<file path="src/hdl/svpwm_pkg.sv">
// Shared constants, formats and types of the space vector PWM duty generator.
package svpwm_pkg;

   // Input references are signed Q2.14 at the default width.
   localparam int IN_W    = 16;
   localparam int IN_FRAC = IN_W - 2;

   // sqrt(3) in Q16, unsigned.
   localparam int SQRT3_W = 17;
   localparam logic [SQRT3_W-1:0] SQRT3_Q16 = 17'd113512;

   // U1 and U2 are Q30; U2 = -beta shifted up to Q30.
   localparam int U_SHIFT = 30 - IN_FRAC;
   localparam int U_W     = (IN_W + SQRT3_W > 33) ? (IN_W + SQRT3_W) : 33;

   // X, Y and Z are Q31, one bit wider than U1 and U2.
   localparam int XYZ_W = U_W + 1;

   // A sector combination such as Y + 2Z needs two more bits.
   localparam int D_W = XYZ_W + 2;

   // Clamped duty magnitude, 0 .. 2^31.
   localparam int MAG_W = 32;
   localparam logic [MAG_W-1:0] ONE_Q31 = 32'h8000_0000;
   localparam int Q_SHIFT = 31;

   // Configuration register.
   localparam int PERIOD_W = 16;
   localparam logic [PERIOD_W-1:0] PERIOD_RESET = 16'd1000;

   // Output formats.
   localparam int DUTY_W   = 17;
   localparam int PROD_W   = MAG_W + PERIOD_W;
   localparam int SECTOR_W = 3;

   localparam logic [SECTOR_W-1:0] SECTOR_1 = 3'd1;
   localparam logic [SECTOR_W-1:0] SECTOR_2 = 3'd2;
   localparam logic [SECTOR_W-1:0] SECTOR_3 = 3'd3;
   localparam logic [SECTOR_W-1:0] SECTOR_4 = 3'd4;
   localparam logic [SECTOR_W-1:0] SECTOR_5 = 3'd5;
   localparam logic [SECTOR_W-1:0] SECTOR_6 = 3'd6;

   // Queue between the front and back halves.
   localparam int QUEUE_DEPTH = 4;
   localparam int QPTR_W      = $clog2(QUEUE_DEPTH);
   localparam int QCNT_W      = $clog2(QUEUE_DEPTH + 1);

   typedef struct packed {
      logic             neg;
      logic [MAG_W-1:0] mag;
   } duty_mag_type;

   typedef struct packed {
      logic [SECTOR_W-1:0] sector;
      duty_mag_type        duty_a;
      duty_mag_type        duty_b;
      duty_mag_type        duty_c;
   } queue_entry_type;

   typedef struct packed {
      logic full;
      logic empty;
   } queue_status_type;

endpackage

</file>
<file path="src/hdl/svpwm_front.sv">
// Front half: takes references, forms X, Y, Z, picks the sector and clamps the duties.
module svpwm_front import svpwm_pkg::*; (
   input  logic                   clock,
   input  logic                   reset,
   input  logic                   req_valid,
   output logic                   req_stall,
   input  logic signed [IN_W-1:0] req_v_alpha,
   input  logic signed [IN_W-1:0] req_v_beta,
   input  queue_status_type       queue_status,
   output logic                   push,
   output queue_entry_type        push_entry
);

   // Stage 1: U1 and U2 in Q30.
   logic                  f1_valid_ff;
   logic signed [U_W-1:0] u1_ff, u1_in;
   logic signed [U_W-1:0] u2_ff, u2_in;
   logic signed [U_W-1:0] alpha_ext, beta_ext, sqrt3_ext;

   // Stage 2: X, Y and Z in Q31.
   logic                    f2_valid_ff;
   logic signed [XYZ_W-1:0] x_ff, x_in;
   logic signed [XYZ_W-1:0] y_ff, y_in;
   logic signed [XYZ_W-1:0] z_ff, z_in;

   // Stage 3: sector and clamped duties, ready for the queue.
   logic            f3_valid_ff;
   queue_entry_type entry_ff, entry_in;

   logic signed [D_W-1:0] x_d, y_d, z_d;
   logic signed [D_W-1:0] da, db, dc;
   logic [SECTOR_W-1:0]   sector_sel;
   logic                  x_pos;

   logic f1_adv, f2_adv, f3_adv, accept;

   function automatic duty_mag_type clamp_duty(input logic signed [D_W-1:0] d);
      duty_mag_type    r;
      logic [D_W-1:0]  abs_d;
      abs_d = d[D_W-1] ? D_W'(-d) : D_W'(d);
      r.neg = d[D_W-1];
      if (abs_d > D_W'(ONE_Q31)) begin
         r.mag = ONE_Q31;
      end else begin
         r.mag = abs_d[MAG_W-1:0];
      end
      return r;
   endfunction

   // A stage moves on when it is empty or its successor moves on.
   assign f3_adv    = !f3_valid_ff || !queue_status.full;
   assign f2_adv    = !f2_valid_ff || f3_adv;
   assign f1_adv    = !f1_valid_ff || f2_adv;
   assign req_stall = !f1_adv;
   assign accept    = req_valid && f1_adv;

   assign push       = f3_valid_ff && !queue_status.full;
   assign push_entry = entry_ff;

   always_comb begin
      alpha_ext = {{(U_W-IN_W){req_v_alpha[IN_W-1]}}, req_v_alpha};
      beta_ext  = {{(U_W-IN_W){req_v_beta[IN_W-1]}}, req_v_beta};
      sqrt3_ext = U_W'(SQRT3_Q16);
      u1_in     = alpha_ext * sqrt3_ext;
      u2_in     = (-beta_ext) <<< U_SHIFT;
   end

   always_comb begin
      x_in = {u2_ff, 1'b0};
      y_in = {u1_ff[U_W-1], u1_ff} + {u2_ff[U_W-1], u2_ff};
      z_in = {u2_ff[U_W-1], u2_ff} - {u1_ff[U_W-1], u1_ff};
   end

   always_comb begin
      x_d   = {{(D_W-XYZ_W){x_ff[XYZ_W-1]}}, x_ff};
      y_d   = {{(D_W-XYZ_W){y_ff[XYZ_W-1]}}, y_ff};
      z_d   = {{(D_W-XYZ_W){z_ff[XYZ_W-1]}}, z_ff};
      x_pos = !x_ff[XYZ_W-1] && (x_ff != '0);

      // A value of exactly zero is neither negative nor positive.
      if (y_ff[XYZ_W-1]) begin
         if (z_ff[XYZ_W-1]) begin
            sector_sel = SECTOR_5;
         end else begin
            sector_sel = x_pos ? SECTOR_3 : SECTOR_4;
         end
      end else begin
         if (z_ff[XYZ_W-1]) begin
            sector_sel = x_pos ? SECTOR_1 : SECTOR_6;
         end else begin
            sector_sel = SECTOR_2;
         end
      end

      case (sector_sel)
         SECTOR_1: begin
            da = y_d;
            db = -y_d;
            dc = y_d + (z_d <<< 1);
         end
         SECTOR_2: begin
            da = x_d - (z_d <<< 1);
            db = -x_d;
            dc = x_d;
         end
         SECTOR_3: begin
            da = -z_d;
            db = z_d - (x_d <<< 1);
            dc = z_d;
         end
         SECTOR_4: begin
            da = y_d;
            db = -y_d;
            dc = (x_d <<< 1) - y_d;
         end
         SECTOR_5: begin
            da = (y_d <<< 1) - x_d;
            db = -x_d;
            dc = x_d;
         end
         default: begin
            da = -z_d;
            db = -z_d - (y_d <<< 1);
            dc = z_d;
         end
      endcase

      entry_in.sector = sector_sel;
      entry_in.duty_a = clamp_duty(da);
      entry_in.duty_b = clamp_duty(db);
      entry_in.duty_c = clamp_duty(dc);
   end

   always_ff @(posedge clock) begin
      if (reset) begin
         f1_valid_ff <= 1'b0;
         f2_valid_ff <= 1'b0;
         f3_valid_ff <= 1'b0;
      end else begin
         if (f1_adv) begin
            f1_valid_ff <= accept;
         end
         if (f2_adv) begin
            f2_valid_ff <= f1_valid_ff;
         end
         if (f3_adv) begin
            f3_valid_ff <= f2_valid_ff;
         end
      end
   end

   always_ff @(posedge clock) begin
      if (accept) begin
         u1_ff <= u1_in;
         u2_ff <= u2_in;
      end
      if (f2_adv && f1_valid_ff) begin
         x_ff <= x_in;
         y_ff <= y_in;
         z_ff <= z_in;
      end
      if (f3_adv && f2_valid_ff) begin
         entry_ff <= entry_in;
      end
   end

endmodule

</file>
<file path="src/hdl/svpwm_queue.sv">
// Short first-in first-out queue between the front and back halves.
module svpwm_queue import svpwm_pkg::*; (
   input  logic             clock,
   input  logic             reset,
   input  logic             push,
   input  queue_entry_type  push_entry,
   input  logic             pop,
   output queue_entry_type  pop_entry,
   output queue_status_type status
);

   queue_entry_type    mem_ff [QUEUE_DEPTH];
   logic [QPTR_W-1:0]  wr_ptr_ff, wr_ptr_in;
   logic [QPTR_W-1:0]  rd_ptr_ff, rd_ptr_in;
   logic [QCNT_W-1:0]  count_ff, count_in;

   assign status.full  = (count_ff == QCNT_W'(QUEUE_DEPTH));
   assign status.empty = (count_ff == '0);
   assign pop_entry    = mem_ff[rd_ptr_ff];

   always_comb begin
      wr_ptr_in = push ? QPTR_W'(wr_ptr_ff + 1'b1) : wr_ptr_ff;
      rd_ptr_in = pop  ? QPTR_W'(rd_ptr_ff + 1'b1) : rd_ptr_ff;
      count_in  = count_ff;
      if (push && !pop) begin
         count_in = QCNT_W'(count_ff + 1'b1);
      end else if (pop && !push) begin
         count_in = QCNT_W'(count_ff - 1'b1);
      end
   end

   always_ff @(posedge clock) begin
      if (reset) begin
         wr_ptr_ff <= '0;
         rd_ptr_ff <= '0;
         count_ff  <= '0;
      end else begin
         wr_ptr_ff <= wr_ptr_in;
         rd_ptr_ff <= rd_ptr_in;
         count_ff  <= count_in;
      end
   end

   always_ff @(posedge clock) begin
      if (push) begin
         mem_ff[wr_ptr_ff] <= push_entry;
      end
   end

`ifndef SYNTH
   a_no_overflow: assert property (@(posedge clock) disable iff (reset)
      push |-> !status.full)
      else $error("queue written while full");

   a_no_underflow: assert property (@(posedge clock) disable iff (reset)
      pop |-> !status.empty)
      else $error("queue read while empty");

   a_count_bound: assert property (@(posedge clock) disable iff (reset)
      count_ff <= QCNT_W'(QUEUE_DEPTH))
      else $error("queue count beyond depth");

   a_count_track: assert property (@(posedge clock) disable iff (reset)
      (push && !pop && !status.full) |=> !status.empty)
      else $error("queue lost a written item");
`endif

endmodule

</file>
<file path="src/hdl/svpwm_back.sv">
// Back half: scales the clamped duties by the PWM period and holds the result.
module svpwm_back import svpwm_pkg::*; (
   input  logic                      clock,
   input  logic                      reset,
   input  logic [PERIOD_W-1:0]       pwm_period,
   input  queue_status_type          queue_status,
   input  queue_entry_type           pop_entry,
   output logic                      pop,
   output logic                      rsp_valid,
   input  logic                      rsp_stall,
   output logic signed [DUTY_W-1:0]  rsp_duty_a,
   output logic signed [DUTY_W-1:0]  rsp_duty_b,
   output logic signed [DUTY_W-1:0]  rsp_duty_c,
   output logic [SECTOR_W-1:0]       rsp_sector
);

   // Stage 1: magnitudes times period, truncated.
   logic                b1_valid_ff;
   logic [DUTY_W-1:0]   qa_ff, qa_in, qb_ff, qb_in, qc_ff, qc_in;
   logic                na_ff, nb_ff, nc_ff;
   logic [SECTOR_W-1:0] sec_ff;

   // Stage 2: signed output register.
   logic                     out_valid_ff;
   logic signed [DUTY_W-1:0] duty_a_ff, duty_b_ff, duty_c_ff;
   logic [SECTOR_W-1:0]      sector_ff;

   logic b1_adv, out_adv;

   function automatic logic [DUTY_W-1:0] scale_mag(input logic [MAG_W-1:0] mag,
                                                   input logic [PERIOD_W-1:0] period);
      logic [PROD_W-1:0] prod;
      prod = {{PERIOD_W{1'b0}}, mag} * {{MAG_W{1'b0}}, period};
      return DUTY_W'(prod >> Q_SHIFT);
   endfunction

   assign out_adv = !out_valid_ff || !rsp_stall;
   assign b1_adv  = !b1_valid_ff || out_adv;
   assign pop     = !queue_status.empty && b1_adv;

   assign rsp_valid  = out_valid_ff;
   assign rsp_duty_a = duty_a_ff;
   assign rsp_duty_b = duty_b_ff;
   assign rsp_duty_c = duty_c_ff;
   assign rsp_sector = sector_ff;

   always_comb begin
      qa_in = scale_mag(pop_entry.duty_a.mag, pwm_period);
      qb_in = scale_mag(pop_entry.duty_b.mag, pwm_period);
      qc_in = scale_mag(pop_entry.duty_c.mag, pwm_period);
   end

   always_ff @(posedge clock) begin
      if (reset) begin
         b1_valid_ff  <= 1'b0;
         out_valid_ff <= 1'b0;
      end else begin
         if (b1_adv) begin
            b1_valid_ff <= pop;
         end
         if (out_adv) begin
            out_valid_ff <= b1_valid_ff;
         end
      end
   end

   always_ff @(posedge clock) begin
      if (pop) begin
         qa_ff  <= qa_in;
         qb_ff  <= qb_in;
         qc_ff  <= qc_in;
         na_ff  <= pop_entry.duty_a.neg;
         nb_ff  <= pop_entry.duty_b.neg;
         nc_ff  <= pop_entry.duty_c.neg;
         sec_ff <= pop_entry.sector;
      end
      if (out_adv && b1_valid_ff) begin
         duty_a_ff <= na_ff ? $signed(DUTY_W'(-qa_ff)) : $signed(qa_ff);
         duty_b_ff <= nb_ff ? $signed(DUTY_W'(-qb_ff)) : $signed(qb_ff);
         duty_c_ff <= nc_ff ? $signed(DUTY_W'(-qc_ff)) : $signed(qc_ff);
         sector_ff <= sec_ff;
      end
   end

endmodule

</file>
<file path="src/hdl/space_vector_pwm_duty.sv">
// Top level of the three-phase space vector PWM duty generator.
//
// Usage: each item on the req channel is one stationary-frame voltage
// reference, req_v_alpha and req_v_beta in signed Q2.14. For every item the
// rsp channel returns one item with three signed compare values
// (rsp_duty_a/b/c, the clamped normalized duty times the PWM period,
// truncated toward zero) and the sector number 1 to 6.
// Both channels use valid and stall; an item moves at a clock edge where
// valid is high and stall is low. The csr channel writes the PWM period; it
// is always ready and should only be written while no item is in flight.
// The accepting edge loads the first of three front stages (multiply, X/Y/Z
// sums, sector select and clamp); the queue slot and the two back stages
// (period multiply, sign and output register) follow the front stages, and
// the output register drives rsp_valid.
// Throughput is one item per cycle, set by the pipeline stages; every stage
// moves each cycle while the receiver takes items.
// When the receiver stalls, the back half holds its result steady and the
// front half keeps filling the four-entry queue; req_stall rises only once
// the queue and the front stages are full.
// Synchronous reset empties all stages and the queue and sets the period
// to 1000; no stored items survive it.
module space_vector_pwm_duty import svpwm_pkg::*; (
   input  logic                      clock,
   input  logic                      reset,
   input  logic                      req_valid,
   output logic                      req_stall,
   input  logic signed [IN_W-1:0]    req_v_alpha,
   input  logic signed [IN_W-1:0]    req_v_beta,
   output logic                      rsp_valid,
   input  logic                      rsp_stall,
   output logic signed [DUTY_W-1:0]  rsp_duty_a,
   output logic signed [DUTY_W-1:0]  rsp_duty_b,
   output logic signed [DUTY_W-1:0]  rsp_duty_c,
   output logic [SECTOR_W-1:0]       rsp_sector,
   input  logic                      csr_valid,
   output logic                      csr_ready,
   input  logic [PERIOD_W-1:0]       csr_wdata
);

   // The period register is written whenever the csr channel presents data.
   logic [PERIOD_W-1:0] pwm_period_ff;

   // Connections through the queue that separates the two halves.
   logic             push, pop;
   queue_entry_type  push_entry, pop_entry;
   queue_status_type queue_status;

   assign csr_ready = 1'b1;

   always_ff @(posedge clock) begin
      if (reset) begin
         pwm_period_ff <= PERIOD_RESET;
      end else if (csr_valid && csr_ready) begin
         pwm_period_ff <= csr_wdata;
      end
   end

   svpwm_front u_front (
      .clock        (clock),
      .reset        (reset),
      .req_valid    (req_valid),
      .req_stall    (req_stall),
      .req_v_alpha  (req_v_alpha),
      .req_v_beta   (req_v_beta),
      .queue_status (queue_status),
      .push         (push),
      .push_entry   (push_entry)
   );

   svpwm_queue u_queue (
      .clock      (clock),
      .reset      (reset),
      .push       (push),
      .push_entry (push_entry),
      .pop        (pop),
      .pop_entry  (pop_entry),
      .status     (queue_status)
   );

   svpwm_back u_back (
      .clock        (clock),
      .reset        (reset),
      .pwm_period   (pwm_period_ff),
      .queue_status (queue_status),
      .pop_entry    (pop_entry),
      .pop          (pop),
      .rsp_valid    (rsp_valid),
      .rsp_stall    (rsp_stall),
      .rsp_duty_a   (rsp_duty_a),
      .rsp_duty_b   (rsp_duty_b),
      .rsp_duty_c   (rsp_duty_c),
      .rsp_sector   (rsp_sector)
   );

endmodule

</file>
<file path="config.mk">
export PLATFORM = sky130hd
export DESIGN_NAME = space_vector_pwm_duty
export DESIGN_NICKNAME = d
export VERILOG_FILES = /design/src/hdl/svpwm_pkg.sv /design/src/hdl/svpwm_front.sv /design/src/hdl/svpwm_queue.sv /design/src/hdl/svpwm_back.sv /design/src/hdl/space_vector_pwm_duty.sv
export SDC_FILE = /design/constraint.sdc
export NUM_CORES = 2
export LEC_CHECK = 0
export BUFFER_PORTS_ARGS = -buffer_cell sky130_fd_sc_hd__buf_2
export CORE_MARGIN = 2
export CORE_UTILIZATION = 25
export CTS_BUF_LIST = sky130_fd_sc_hd__clkbuf_8
export DETAILED_ROUTE_END_ITERATION = 12
export PLACE_DENSITY = 0.46
export RECOVER_POWER = 25
export SETUP_SLACK_MARGIN = 0.3
export SLEW_MARGIN = 30
export SYNTH_ARGS = -nofsm -noshare
export SYNTH_HDL_FRONTEND = slang
export SYNTH_SLANG_ARGS = --single-unit
</file>
<file path="constraint.sdc">
create_clock -name clock -period 12.5 [get_ports clock]
set_input_delay 1.875 -clock clock [delete_from_list [all_inputs] [get_ports clock]]
set_output_delay 1.875 -clock clock [all_outputs]
set_load 0.005 [all_outputs]
</file>
==> metrics.cfg <==
[cts]
cts_root_buf = clkbuf_8
clock_latency_ns = 0.89
clock-sinks = 731
cts.reportedPaths.clkPinSlew_ns = 0.06
post_cts_resized = 0
cts_tree = built
cts_buffers = 139
cts_hold_buf = 0
clock_path_buffers = 4
post_cts_buffers = 0
htreeDepth = 4

[timing]
period_needed_ns = 9.37
maxSlewViolCount = 0
setup_tns_ns = 0
setup_viol_count_final = 0
rsz0062_at_grt = no
slew_headroom = 0.301
worst_pin_slew_ns = 1.04
hold_violations = 0
skew_ns = 0.0798
fmax_ghz = 0.107
finalCritPeriodShare = 0.750

[synth]
ys_ff_latch = 731
synth_seq_area_share = 0.245
synthFlopType = edfxtp_1
ys_warn_count = 0
synth_top_area_share = 0.283
postSynthAreaPerCell_um2 = 10.0
synthArstFlopShare = 0
synthesis.nets = 10800
syn_inst = 8856
yosys-top-cells-area = fa_1 28%, edfxtp_1 24%, ha_1 8.8%, inv_1 6.5%, nand2_1 4.6%
synth_area_mm2 = 0.0885
yosysTopAreaCell = fa_1
synth_cell_types = 106
synth_edf_count = 701

[status]
status = finished clean

[drt]
ant_nets = 0
vias = 63600
firstDrtPassIters = 5
first_iter_violations = 4362
post_drt_wl_per_cell_um = 20.0
wl_um = 273000
vias_per_cell = 4.68
drc = 0

[global_route]
grt_use_total = 0.153
antenna_found_initial = 7
grt_pass1_wl_um = 424000
grt_remaining_overflow = 0
grt_max_degree = 89
grt_pass1_vias = 69000

[floorplan]
floorplan.initialDensity = 0.251
fp.dieW_um = 599
coreArea_mm2 = 0.353
ios = 110
die_h_um = 599
row_count = 218
dieArea_mm2 = 0.359

[placed_design]
port_buffers = 108
routabilityCongestion = 0.925
dp_hpwl_um = 207000

[worst_setup_path]
critPathRequiredTime_ns = 13.08
path_class = reg2reg
arrival_ns = 9.95
critical-path-max-stage-delay_ns = 0.74
critPathMostFrequentCell = fa_1
worst_setup_path_end_kind = flip-flop
crit_slowest_cell = mux4_2
worstPathMaxFanout = 24
startpoint_type = flip-flop

[min_path]
hold_class = reg2reg

[finish]
nFillCells = 37100
area_delta_synth_final_pct = 9.33
seq_area_mm2 = 0.0217
multi_input_area_mm2 = 0.0597
finalNetCount = 10700
drive_above_1_share = 0.0660

[job]
cap_violations = 0

-- synth_stat cells, types with 132 or more instances --
cell type  instances
inv_1           1540
fa_1            1252
nand2_1         1089
edfxtp_1         701
ha_1             626
and2_1           594
clkbuf_1         360
nor2_1           353
xnor2_1          276
a21oi_1          218
o21ai_0          185
nor3_1           132
-- final timing paths --
check,from,to,slack [ns],depth (start not counted)
setup / recovery,flip-flop,u_back.qa_ff[16],3.13,28
hold / removal,u_back.sec_ff[0],u_back.rsp_sector[0],0.43,0
setup reg to reg,flip-flop,u_back.qa_ff[16],3.13,28
hold reg to reg,u_back.sec_ff[0],u_back.rsp_sector[0],0.43,0
-- layout make-up --
cell class | instances | area share
flip-flops and latches | 731 | 0.224
clock inverters | 89 | 0.00523
well taps | 4730 | 0.0611
clock buffers | 143 | 0.0203
inverters | 1544 | 0.0599
multi-input cells | 6175 | 0.616
diodes | 4 | 0.000103
repair buffers | 194 | 0.0129
-- logic make-up after synthesis --
| family | share of synthesized area |
|---|---|
| AOI/OAI and AO/OA | 0.0801 |
| and+or+nand+nor | 0.152 |
| buffers and inverters | 0.0833 |
| adders and majority gates | 0.372 |
| other | 0.0000424 |
| muxes | 0.0305 |
| xor gates and xnor gates | 0.0375 |
| DFF | 0.245 |
-- stage by stage --
| step | hold slack, ns | instances | utilization | cell area, um^2 | setup WS [ns] |
|---|---|---|---|---|---|
| final | 0.432 | 13600 | 0.274 | 96800 | 3.13 |
| after global routing | 0.440 | 13600 | 0.274 | 96800 | 2.37 |
| after CTS | 0.439 | 13600 | 0.274 | 96800 | 2.88 |
| after detailed placement | 0.424 | 13400 | 0.267 | 94300 | 2.97 |
| after global placement | 0.427 | 13400 | 0.267 | 94200 | 2.68 |
| after floorplan | 0.400 | 8856 | - | 88500 | 3.88 |
-- flip-flops by register name, indices dropped and copies added, names as in the netlist, 2 cells and up, named ones only --
register	flops
u_back.rsp_duty_b	17
u_back.rsp_duty_c	17
u_back.qc_ff	17
u_front.push_entry	93
u_front.y_ff	30
u_queue.count_ff	3
u_back.rsp_sector	3
u_front.u2_ff	17
u_back.qa_ff	17
u_back.sec_ff	3
u_front.x_ff	17
u_front.u1_ff	30
u_queue.mem_ff	372
u_back.rsp_duty_a	17
u_front.z_ff	31
u_back.qb_ff	17
u_queue.rd_ptr_ff	2
pwm_period_ff	16
u_queue.wr_ptr_ff	2
-- worst max-delay path, delay by kind of cell, from the launching register on --
family / cells / cell delay [ns]
flip-flops: 1 / 0.68
AND/OR/NAND/NOR: 7 / 1.99
AO/OA/AOI/OAI: 7 / 1.62
XOR/XNOR: 1 / 0.12
multiplexers: 1 / 0.74
buffers and inverters: 5 / 0.51
adder cells (fa/ha/maj): 7 / 3.37
-- placed cells by master (no fill, tap or decap), types with 64 or more instances in the layout --
cell type / count
and2_1: 590
nand2_1: 1089
buf_4: 78
edfxtp_1: 701
buf_2: 110
ha_1: 626
fa_1: 1252
xor2_1: 103
nor2_1: 352
a21o_1: 67
mux4_2: 93
clkbuf_8: 143
nor3_1: 129
nand4_1: 64
a21oi_1: 218
inv_1: 1582
o21ai_0: 185
xnor2_1: 276
nand3_1: 105
-- metal layers --
metal	up-vias	part of all wire	global-route usage	routed length (um)
met4	0	0.034	0.0480	9250
met1	32700	0.46	0.210	125000
met5	-	0	0	0
met2	1760	0.46	0.250	125000
met3	400	0.049	0.0195	13400
li1	28800	-	-	-
Power is left out: the tool's default activity adds up to more than one toggle a clock period on the data nets, which glitch-free logic cannot reach.
